`config.mk`:
```
export PLATFORM = sky130hd
export DESIGN_NAME = dhcp_option_field_extractor_top
export DESIGN_NICKNAME = d
export VERILOG_FILES = /design/src/sv/dhcp_ofe_pkg.sv /design/src/sv/dhcp_option_field_extractor_top.sv
export SDC_FILE = /design/constraint.sdc
export NUM_CORES = 1
export LEC_CHECK = 0
export ABC_AREA = 1
export BUFFER_PORTS_ARGS = -buffer_cell sky130_fd_sc_hd__buf_4
export CAP_MARGIN = 20
export CORE_UTILIZATION = 45
export CTS_CLUSTER_SIZE = 16
export DETAILED_ROUTE_END_ITERATION = 16
export PLACE_DENSITY = 0.65
export RECOVER_POWER = 25
export SETUP_SLACK_MARGIN = 0.4
export SYNTH_ARGS = -nofsm -noshare
export SYNTH_HDL_FRONTEND = slang
export SYNTH_SLANG_ARGS = --single-unit
export TNS_END_PERCENT = 1
```
`constraint.sdc`:
```
create_clock -name clk -period 3 [get_ports clk]
set_input_delay 0.3 -clock clk [delete_from_list [all_inputs] [get_ports clk]]
set_output_delay 0.3 -clock clk [all_outputs]
set_load 0.01 [all_outputs]
```
`src/sv/dhcp_ofe_pkg.sv`:
```
`default_nettype none
package dhcp_ofe_pkg;

	// walk phases of one options area
	typedef enum logic [2:0] {
		PH_COOKIE = 3'd0,
		PH_CODE   = 3'd1,
		PH_LEN    = 3'd2,
		PH_VALUE  = 3'd3,
		PH_SKIP   = 3'd4,
		PH_DRAIN  = 3'd5
	} phase_t;

	// result status codes
	localparam logic [2:0] ST_DATA      = 3'd0;
	localparam logic [2:0] ST_EMPTY     = 3'd1;
	localparam logic [2:0] ST_NOTFOUND  = 3'd2;
	localparam logic [2:0] ST_BADCOOKIE = 3'd3;
	localparam logic [2:0] ST_TRUNC     = 3'd4;

	// option codes with fixed meaning
	localparam logic [7:0] OPT_PAD  = 8'd0;
	localparam logic [7:0] OPT_END  = 8'd255;
	localparam logic [7:0] OPT_HOST = 8'd12;

	// magic cookie byte by position
	function automatic logic [7:0] cookie_byte(input logic [1:0] idx);
		logic [7:0] b;
		case (idx)
			2'd0:    b = 8'd99;
			2'd1:    b = 8'd130;
			2'd2:    b = 8'd83;
			default: b = 8'd99;
		endcase
		return b;
	endfunction

endpackage
`default_nettype wire

```
`src/sv/dhcp_option_field_extractor_top.sv`:
```
// DHCP option field extractor.
// The slave stream carries the options area one byte per beat (cookie first),
// with s_tlast on the area's final byte. The master stream returns the value
// bytes of the option whose code matches the wanted option register, or one
// status beat: tuser holds the status (data, empty option, not found, bad
// cookie, truncated) and tlast marks the final beat of each area.
// The cfg channel writes the wanted option code (reset value 12, host name);
// write it only while no area is in flight. cfg_ready is always high.
// A byte taken into the input register is parsed when the output register is
// free, and its result beat, if any, is registered in the output register.
// Throughput: one byte per cycle while the output register is free, set by the
// combinational parse between the input register and the output register.
// Bytes that give no result still take their turn in the parse.
// Reset clears both registers and returns the parser to the cookie check.
// When the receiver stalls, the output beat holds; one more byte waits in the
// input register, and s_tready drops until the output beat is taken.
`default_nettype none
module dhcp_option_field_extractor_top (
	input  wire logic       clk,
	input  wire logic       arst_n,
	// configuration write
	input  wire logic       cfg_valid,
	output logic            cfg_ready,
	input  wire logic [7:0] cfg_data,     // [7:0] wanted_option
	// options area in
	input  wire logic       s_tvalid,
	output logic            s_tready,
	input  wire logic [7:0] s_tdata,      // [7:0] data_byte
	input  wire logic       s_tlast,      // area_last
	// extracted bytes out
	output logic            m_tvalid,
	input  wire logic       m_tready,
	output logic [7:0]      m_tdata,      // [7:0] out_byte
	output logic [2:0]      m_tuser,      // [2:0] status
	output logic            m_tlast       // run_last
);
	import dhcp_ofe_pkg::*;

	logic       v_s1;
	logic [7:0] byte_s1;
	logic       last_s1;

	logic [7:0] wanted_q;
	phase_t     phase_q, phase_d;
	logic [1:0] cidx_q, cidx_d;
	logic [7:0] left_q, left_d;
	logic       hit_q, hit_d;

	logic       out_v_q;
	logic [7:0] out_byte_q;
	logic [2:0] out_st_q;
	logic       out_last_q;

	logic       out_free;
	logic       proc;
	logic       emit;
	logic [7:0] emit_byte;
	logic [2:0] emit_st;
	logic       emit_last;
	logic [7:0] left_dec;

	assign out_free  = !out_v_q || m_tready;
	assign proc      = v_s1 && out_free;
	assign s_tready  = !v_s1 || out_free;
	assign cfg_ready = 1'b1;
	assign left_dec  = left_q - 8'd1;

	// config register
	always_ff @(posedge clk or negedge arst_n) begin
		if (!arst_n) begin
			wanted_q <= OPT_HOST;
		end else if (cfg_valid) begin
			wanted_q <= cfg_data;
		end
	end

	// input register
	always_ff @(posedge clk or negedge arst_n) begin
		if (!arst_n) begin
			v_s1 <= 1'b0;
		end else if (s_tready) begin
			v_s1 <= s_tvalid;
		end
	end

	always_ff @(posedge clk) begin
		if (s_tready && s_tvalid) begin
			byte_s1 <= s_tdata;
			last_s1 <= s_tlast;
		end
	end

	// parse step: next state and result for the byte in the input register
	always_comb begin
		phase_d   = phase_q;
		cidx_d    = cidx_q;
		left_d    = left_q;
		hit_d     = hit_q;
		emit      = 1'b0;
		emit_byte = 8'd0;
		emit_st   = ST_NOTFOUND;
		emit_last = 1'b1;
		unique case (phase_q)
			PH_COOKIE: begin
				if (byte_s1 != cookie_byte(cidx_q)) begin
					emit    = 1'b1;
					emit_st = ST_BADCOOKIE;
					phase_d = PH_DRAIN;
				end else if (cidx_q == 2'd3) begin
					phase_d = PH_CODE;
					emit    = last_s1;
					emit_st = ST_NOTFOUND;
				end else begin
					cidx_d  = cidx_q + 2'd1;
					emit    = last_s1;
					emit_st = ST_BADCOOKIE;
				end
			end
			PH_CODE: begin
				if (byte_s1 == OPT_END) begin
					emit    = 1'b1;
					emit_st = ST_NOTFOUND;
					phase_d = PH_DRAIN;
				end else if (byte_s1 == OPT_PAD) begin
					emit    = last_s1;
					emit_st = ST_NOTFOUND;
				end else begin
					hit_d   = (byte_s1 == wanted_q);
					phase_d = PH_LEN;
					emit    = last_s1;
					emit_st = ST_TRUNC;
				end
			end
			PH_LEN: begin
				left_d = byte_s1;
				if (hit_q) begin
					if (byte_s1 == 8'd0) begin
						emit    = 1'b1;
						emit_st = ST_EMPTY;
						phase_d = PH_DRAIN;
					end else begin
						phase_d = PH_VALUE;
						emit    = last_s1;
						emit_st = ST_TRUNC;
					end
				end else if (byte_s1 == 8'd0) begin
					phase_d = PH_CODE;
					emit    = last_s1;
					emit_st = ST_NOTFOUND;
				end else begin
					phase_d = PH_SKIP;
					emit    = last_s1;
					emit_st = ST_TRUNC;
				end
			end
			PH_VALUE: begin
				left_d = left_dec;
				emit   = 1'b1;
				if (left_dec == 8'd0) begin
					emit_byte = byte_s1;
					emit_st   = ST_DATA;
					phase_d   = PH_DRAIN;
				end else if (last_s1) begin
					emit_st = ST_TRUNC;
				end else begin
					emit_byte = byte_s1;
					emit_st   = ST_DATA;
					emit_last = 1'b0;
				end
			end
			PH_SKIP: begin
				left_d = left_dec;
				if (left_dec == 8'd0) begin
					phase_d = PH_CODE;
					emit    = last_s1;
					emit_st = ST_NOTFOUND;
				end else begin
					emit    = last_s1;
					emit_st = ST_TRUNC;
				end
			end
			PH_DRAIN: begin
				emit = 1'b0;
			end
			default: begin
				phase_d = PH_DRAIN;
			end
		endcase
		// end of area restarts the walk
		if (last_s1) begin
			phase_d = PH_COOKIE;
			cidx_d  = 2'd0;
			left_d  = 8'd0;
			hit_d   = 1'b0;
		end
	end

	// parser state
	always_ff @(posedge clk or negedge arst_n) begin
		if (!arst_n) begin
			phase_q <= PH_COOKIE;
			cidx_q  <= 2'd0;
			left_q  <= 8'd0;
			hit_q   <= 1'b0;
		end else if (proc) begin
			phase_q <= phase_d;
			cidx_q  <= cidx_d;
			left_q  <= left_d;
			hit_q   <= hit_d;
		end
	end

	// output register
	always_ff @(posedge clk or negedge arst_n) begin
		if (!arst_n) begin
			out_v_q <= 1'b0;
		end else if (proc && emit) begin
			out_v_q <= 1'b1;
		end else if (m_tready) begin
			out_v_q <= 1'b0;
		end
	end

	always_ff @(posedge clk) begin
		if (proc && emit) begin
			out_byte_q <= emit_byte;
			out_st_q   <= emit_st;
			out_last_q <= emit_last;
		end
	end

	assign m_tvalid = out_v_q;
	assign m_tdata  = out_byte_q;
	assign m_tuser  = out_st_q;
	assign m_tlast  = out_last_q;

endmodule
`default_nettype wire

```
After elaboration in Yosys (flattened, before gate mapping):

Cells that the tools add are included.

* register bits: 45
* logic and storage cells: 97
* output and inout port bits: 15
* input port bits: 22

* add/subtract/negate cells: 2
* bitwise logic cells: 1
* muxes and demuxes: 42
* reductions and logical operators: 20
* eq/ne operators: 20

Operators by type and width (count)
* 2-to-1 mux 3 bit: 16
* 2-to-1 mux 8 bit: 4
* one-hot mux 8 bit (2 select lines): 2
* one-hot mux 3 bit (6 select lines): 1
* logical NOT 8 bit: 2
* one-hot mux 3 bit (5 select lines): 1
* 2-to-1 mux 1 bit: 13
* != test 2 bit (second input constant): 5
* == test 8 bit: 1
* == test 8 bit (second input constant): 1
* 2-to-1 mux 2 bit: 4
* != test 4 bit (second input constant): 2
* != test 8 bit: 1
* AND reduction 4 bit: 2
* subtractor 8 x 1 -> 8 bit (second input constant): 1
* == test 3 x 2 -> 1 bit (second input constant): 2
* == test 3 bit (second input constant): 2
* != test 3 bit (second input constant): 2
* AND reduction 6 bit: 1
* nonzero test 2 bit: 3
* one-hot mux 1 bit (5 select lines): 1
* == test 2 bit (second input constant): 2
* OR reduction 2 bit: 2
* == test 3 x 1 -> 1 bit (second input constant): 1
* 9 further kinds: 13

Logic depth before layout (Yosys ltp):

* depth in word-level cells: 8
* depth in mapped cells: 14

Worst setup path before layout:

No wires, ideal clock.

* path type: reg-to-reg
* start point: register cidx_q[0]
* end point: register out_byte_q[0], in the netlist m_tdata[0] (enable)
* slack: 967 ps
* stages on the path, launching flop included: 10
* library setup time: 344 ps
* buffers on the path: 0
* clock period less this slack: 2033 ps
* arrival time: 1689 ps
* cell sequence: dfrtp_1 inv_1 ha_1 xnor2_1 nand3_1 nor2_1 or2_2 o211ai_1 nand2_1 inv_1

* word-level cells in the longest chain between the ends: 7
* elaborated cells between the ends (all ways): 8
* classes of those cells: eq/ne: 3; mux: 4; reduce/logical: 1

Ends and longest elaborated chain
* start: declaration: RTL line dhcp_option_field_extractor_top.sv:45 `logic [1:0] cidx_q, cidx_d;`
* start signal: assignment: RTL line dhcp_option_field_extractor_top.sv:207 `cidx_q <= cidx_d;`
* == test 2 bit / == test 2 x 1 -> 1 bit (equally long branches): RTL line dhcp_ofe_pkg.sv:29 `case (idx)`
* one-hot mux 8 bit (2 select lines) (*): RTL line dhcp_ofe_pkg.sv:29
* 2-to-1 mux 8 bit (*): RTL line dhcp_option_field_extractor_top.sv:103 `unique case (phase_q)`
* != test 8 bit (*): RTL line dhcp_option_field_extractor_top.sv:105 `if (byte_s1 != cookie_byte(cidx_q)) begin`
* 2-to-1 mux 1 bit (*): RTL line dhcp_option_field_extractor_top.sv:105
* one-hot mux 1 bit (5 select lines) (*): RTL line dhcp_option_field_extractor_top.sv:103
* logical AND 1 bit (*): RTL line dhcp_option_field_extractor_top.sv:225 `if (proc && emit) begin`
* end signal: assignment: RTL line dhcp_option_field_extractor_top.sv:226 `out_byte_q <= emit_byte;`
* end: declaration: RTL line dhcp_option_field_extractor_top.sv:50 `logic [7:0] out_byte_q;`

Mark *: on every way between the ends. The rest lies on a longest branch, timed or not. The select of a mux whose other input is x is not followed.
A chain may end at the register's enable or synchronous reset.

Worst setup path after layout:

* start point: register cidx_q[0]
* end point: register out_byte_q[7], in the netlist m_tdata[7] (enable)

Same word-level chain as after synthesis.

==> qor.yml <==
outcome:
  status: "finished clean"
grt:
  antenna_found_initial: 0
  gr-total-overflow: 0
  grt_pass1_vias: 1971
  grt_pass1_wl_mm: 8.68
  grt-busiest-layer: "met2"
  grt_use_met2: 0.297
  use_met3: 0.0335
  grt_max_degree: 25
  gr-usage-met1: 0.260
  grt_usage: 0.186
worst_setup_path:
  cp_slowest_cell: "dfrtp_1"
  crit_arrival_ps: 2190
  required_ps: 2940
  slowest_delay_ps: 380
  cp_common_cell: "inv_1"
  worstSetupStartpoint: "cidx_q[0]"
  reg2reg_from: "cidx_q[0]"
  end_kind: "flip-flop"
  start_kind: "flip-flop"
  path_max_fanout: 12
  worstSetupPathType: "flip-flop to flip-flop"
  crit_chain: "inv_1 > ha_1 > xnor2_1 > nand3_1 > nor2_1 > or2_2 > o211ai_1 > nand2_1 > inv_1"
clock_network:
  clock_latency_ps: 290
  cts_setup_buffers: 0
  cts.sinks: 45
  root_buffer: "clkbuf_8"
  cts_htree_levels: 2
  cts_buffers: 5
  cts_tree: "done"
  cts.path.max_buffers: 2
  clkTransAtPathRegs_ps: 80
  post_cts_resize_count: 0
finish:
  n_fill_cell: 499
  fin_util: 0.562
  drive_gt1_frac: 0.187
  stdcell_area_um2: 2920
  n_antenna_cell: 0
  nets: 367
  syn_to_final_growth_pct: 17.6
  fin_cells: 407
yosys:
  synthArstFlopShare: 0.533
  syn_nets: 328
  yosysTopAreaCell: "edfxtp_1"
  yosys-top-cells-area: "edfxtp_1, dfrtp_1, nand2_1"
  synth_commonest_cells: "nand2_1, inv_1, nor2_1, dfrtp_1, edfxtp_1"
  synth_top_cell_area_share: 0.254
  syn_inst: 297
  synth-edff-count: 21
  synth_most_common_cell: "nand2_1"
  ys.warnings.count: 0
  ys_seq_elements: 45
  synthesis.area_um2: 2490
  synth-main-ff-cell: "dfrtp_1"
  yosysUniqueCellTypes: 33
  syn-mean-instance-area_um2: 8.38
  ys_seq_area_frac: 0.496
place:
  hpwl_mm: 3.83
  routabilityCongestion: 0.953
  numPlacedInstances: 398
  io_buffers: 35
  place_ws_ps: 758
  placed_area_um2: 2820
floorplan:
  coreArea_um2: 5200
  rows: 26
  ios: 37
  die_h_um: 76.3
  die_area_um2: 5830
  die_x_um: 76.3
  start_util: 0.478
sta:
  tns_ps: 0
  min_period_ps: 2250
  fin_skew_ps: 11.7
  finalHoldViolCount: 0
  fmax_ghz: 0.445
  post-route-period-util: 0.750
  hold_ws_ps: 197
  setup_viol: 0
  rsz0062_at_grt: "false"
  setup_ws_ps: 751
  slew_headroom: 0.110
  drv_slew: 0
  tightestPinTransition_ps: 1340
detailed_routing:
  drc_errors: 0
  drtAntennaViolNets: 0
  wirelength_mm: 4.99
  vias: 2041
  viasPerCell: 5.01
  wl_per_cell_um: 12.3
  drt_iter0_markers: 104
  firstDrtPassIters: 4
power:
  p_leak_nw: 1.33
  p_sw_frac: 0.398
  vdd_drop_max_mv: 0.408
  power_density_nw_per_um2: 820
  p_int_mw: 1.45
  power_frac_comb: 0.429
  pwr-share-clk: 0.169
  power_mw: 2.40
  p_seq_frac: 0.402
  switching_power_mw: 0.954
min_path:
  worstHoldPathType: "input port to flip-flop"
  holdCritStartpoint: "s_tdata[3]"
flow_run:
  drv_cap: 0
path summary, 6_finish.rpt:
path	endpoint	slack (ps)	cells past startpoint
worst max-delay path	m_tdata[7]	750	9
worst min-delay path	byte_s1[3]	200	1
worst max register to register	m_tdata[7]	750	9
worst min register to register	left_q[6]	530	2
max in group asynchronous	phase_q[2]	1380	2
min in group asynchronous	wanted_q[0]	830	2
logic make-up (layout without fill, tap and decap cells):
group                      after synthesis  after routing  share of synthesized area
adders and majority gates                9              9                     0.0453
buffers and inverters                   47             87                     0.0734
other                                    1              1                    0.00151
AOI/OAI and AO/OA                       51             51                      0.119
xor gates and xnor gates                 5              5                     0.0176
DFF                                     45             45                      0.496
muxes                                    2              2                    0.00905
and+or+nand+nor                        137            137                      0.238
sequential cells by signal, summed over array words and instances (netlist names):
register  cells
hit_q         1
last_s1       1
v_s1          1
m_tlast       1
m_tdata       8
m_tuser       3
wanted_q      8
left_q        8
m_tvalid      1
cidx_q        2
phase_q       3
byte_s1       8
worst max-delay path, delay by kind of cell, from the launching register on:
kind | cells | cell delay, ps
AO/OA/AOI/OAI | 1 | 100
XOR/XNOR | 1 | 130
adder cells (fa/ha/maj) | 1 | 320
buffers and inverters | 2 | 420
flip-flops | 1 | 380
AND/OR/NAND/NOR | 4 | 530
layout by cell type (no fill, tap or decap), drive strengths merged, types with 2 or more instances in the layout:
cell type	count
ha	9
dfrtp	22
o22ai	6
nor2	40
mux2	2
nand2	68
xnor2	4
buf	25
o211ai	2
clkbuf	17
inv	43
dfstp	2
a21oi	14
nand4	3
nor3	4
o21ai	26
nand3	19
edfxtp	21
power by group through the flow:
stage | registers, mW | clock network [mW] | logic, mW
CTS | 0.963 | 0.415 | 1.03
floorplan | 0.982 | 0 | 0.719
finish | 0.964 | 0.406 | 1.03
global placement | 0.974 | 0 | 1.03
global route | 0.991 | 0.439 | 1.17
detailed placement | 0.976 | 0 | 1.03
layer usage:
metal | routed length (µm) | share of wire | vias to the layer above
li1 | - | - | 1048
met1 | 2510 | 0.50 | 933
met2 | 2230 | 0.45 | 55
met3 | 217 | 0.043 | 5
met4 | 41 | 0.0082 | 0
met5 | 0 | 0 | -
repair_timing:
item / in CTS / in global routing
hold buffers: 1 / 0
hold endpoints to repair: 22 / 0
endpoints found under the setup margin: 0 / 0
final cells by class:
type / instances / area, µm² / share of cell area
clock buffers: 7 / 97.6 / 0.0334
multi-input cells: 205 / 1070 / 0.366
inverters: 43 / 161 / 0.0552
repair buffers: 36 / 269 / 0.0920
flip-flops and latches: 45 / 1230 / 0.422
well taps: 70 / 87.6 / 0.0300
clock inverters: 1 / 3.75 / 0.00128
Note: power is estimated with default switching activity, not from simulation.
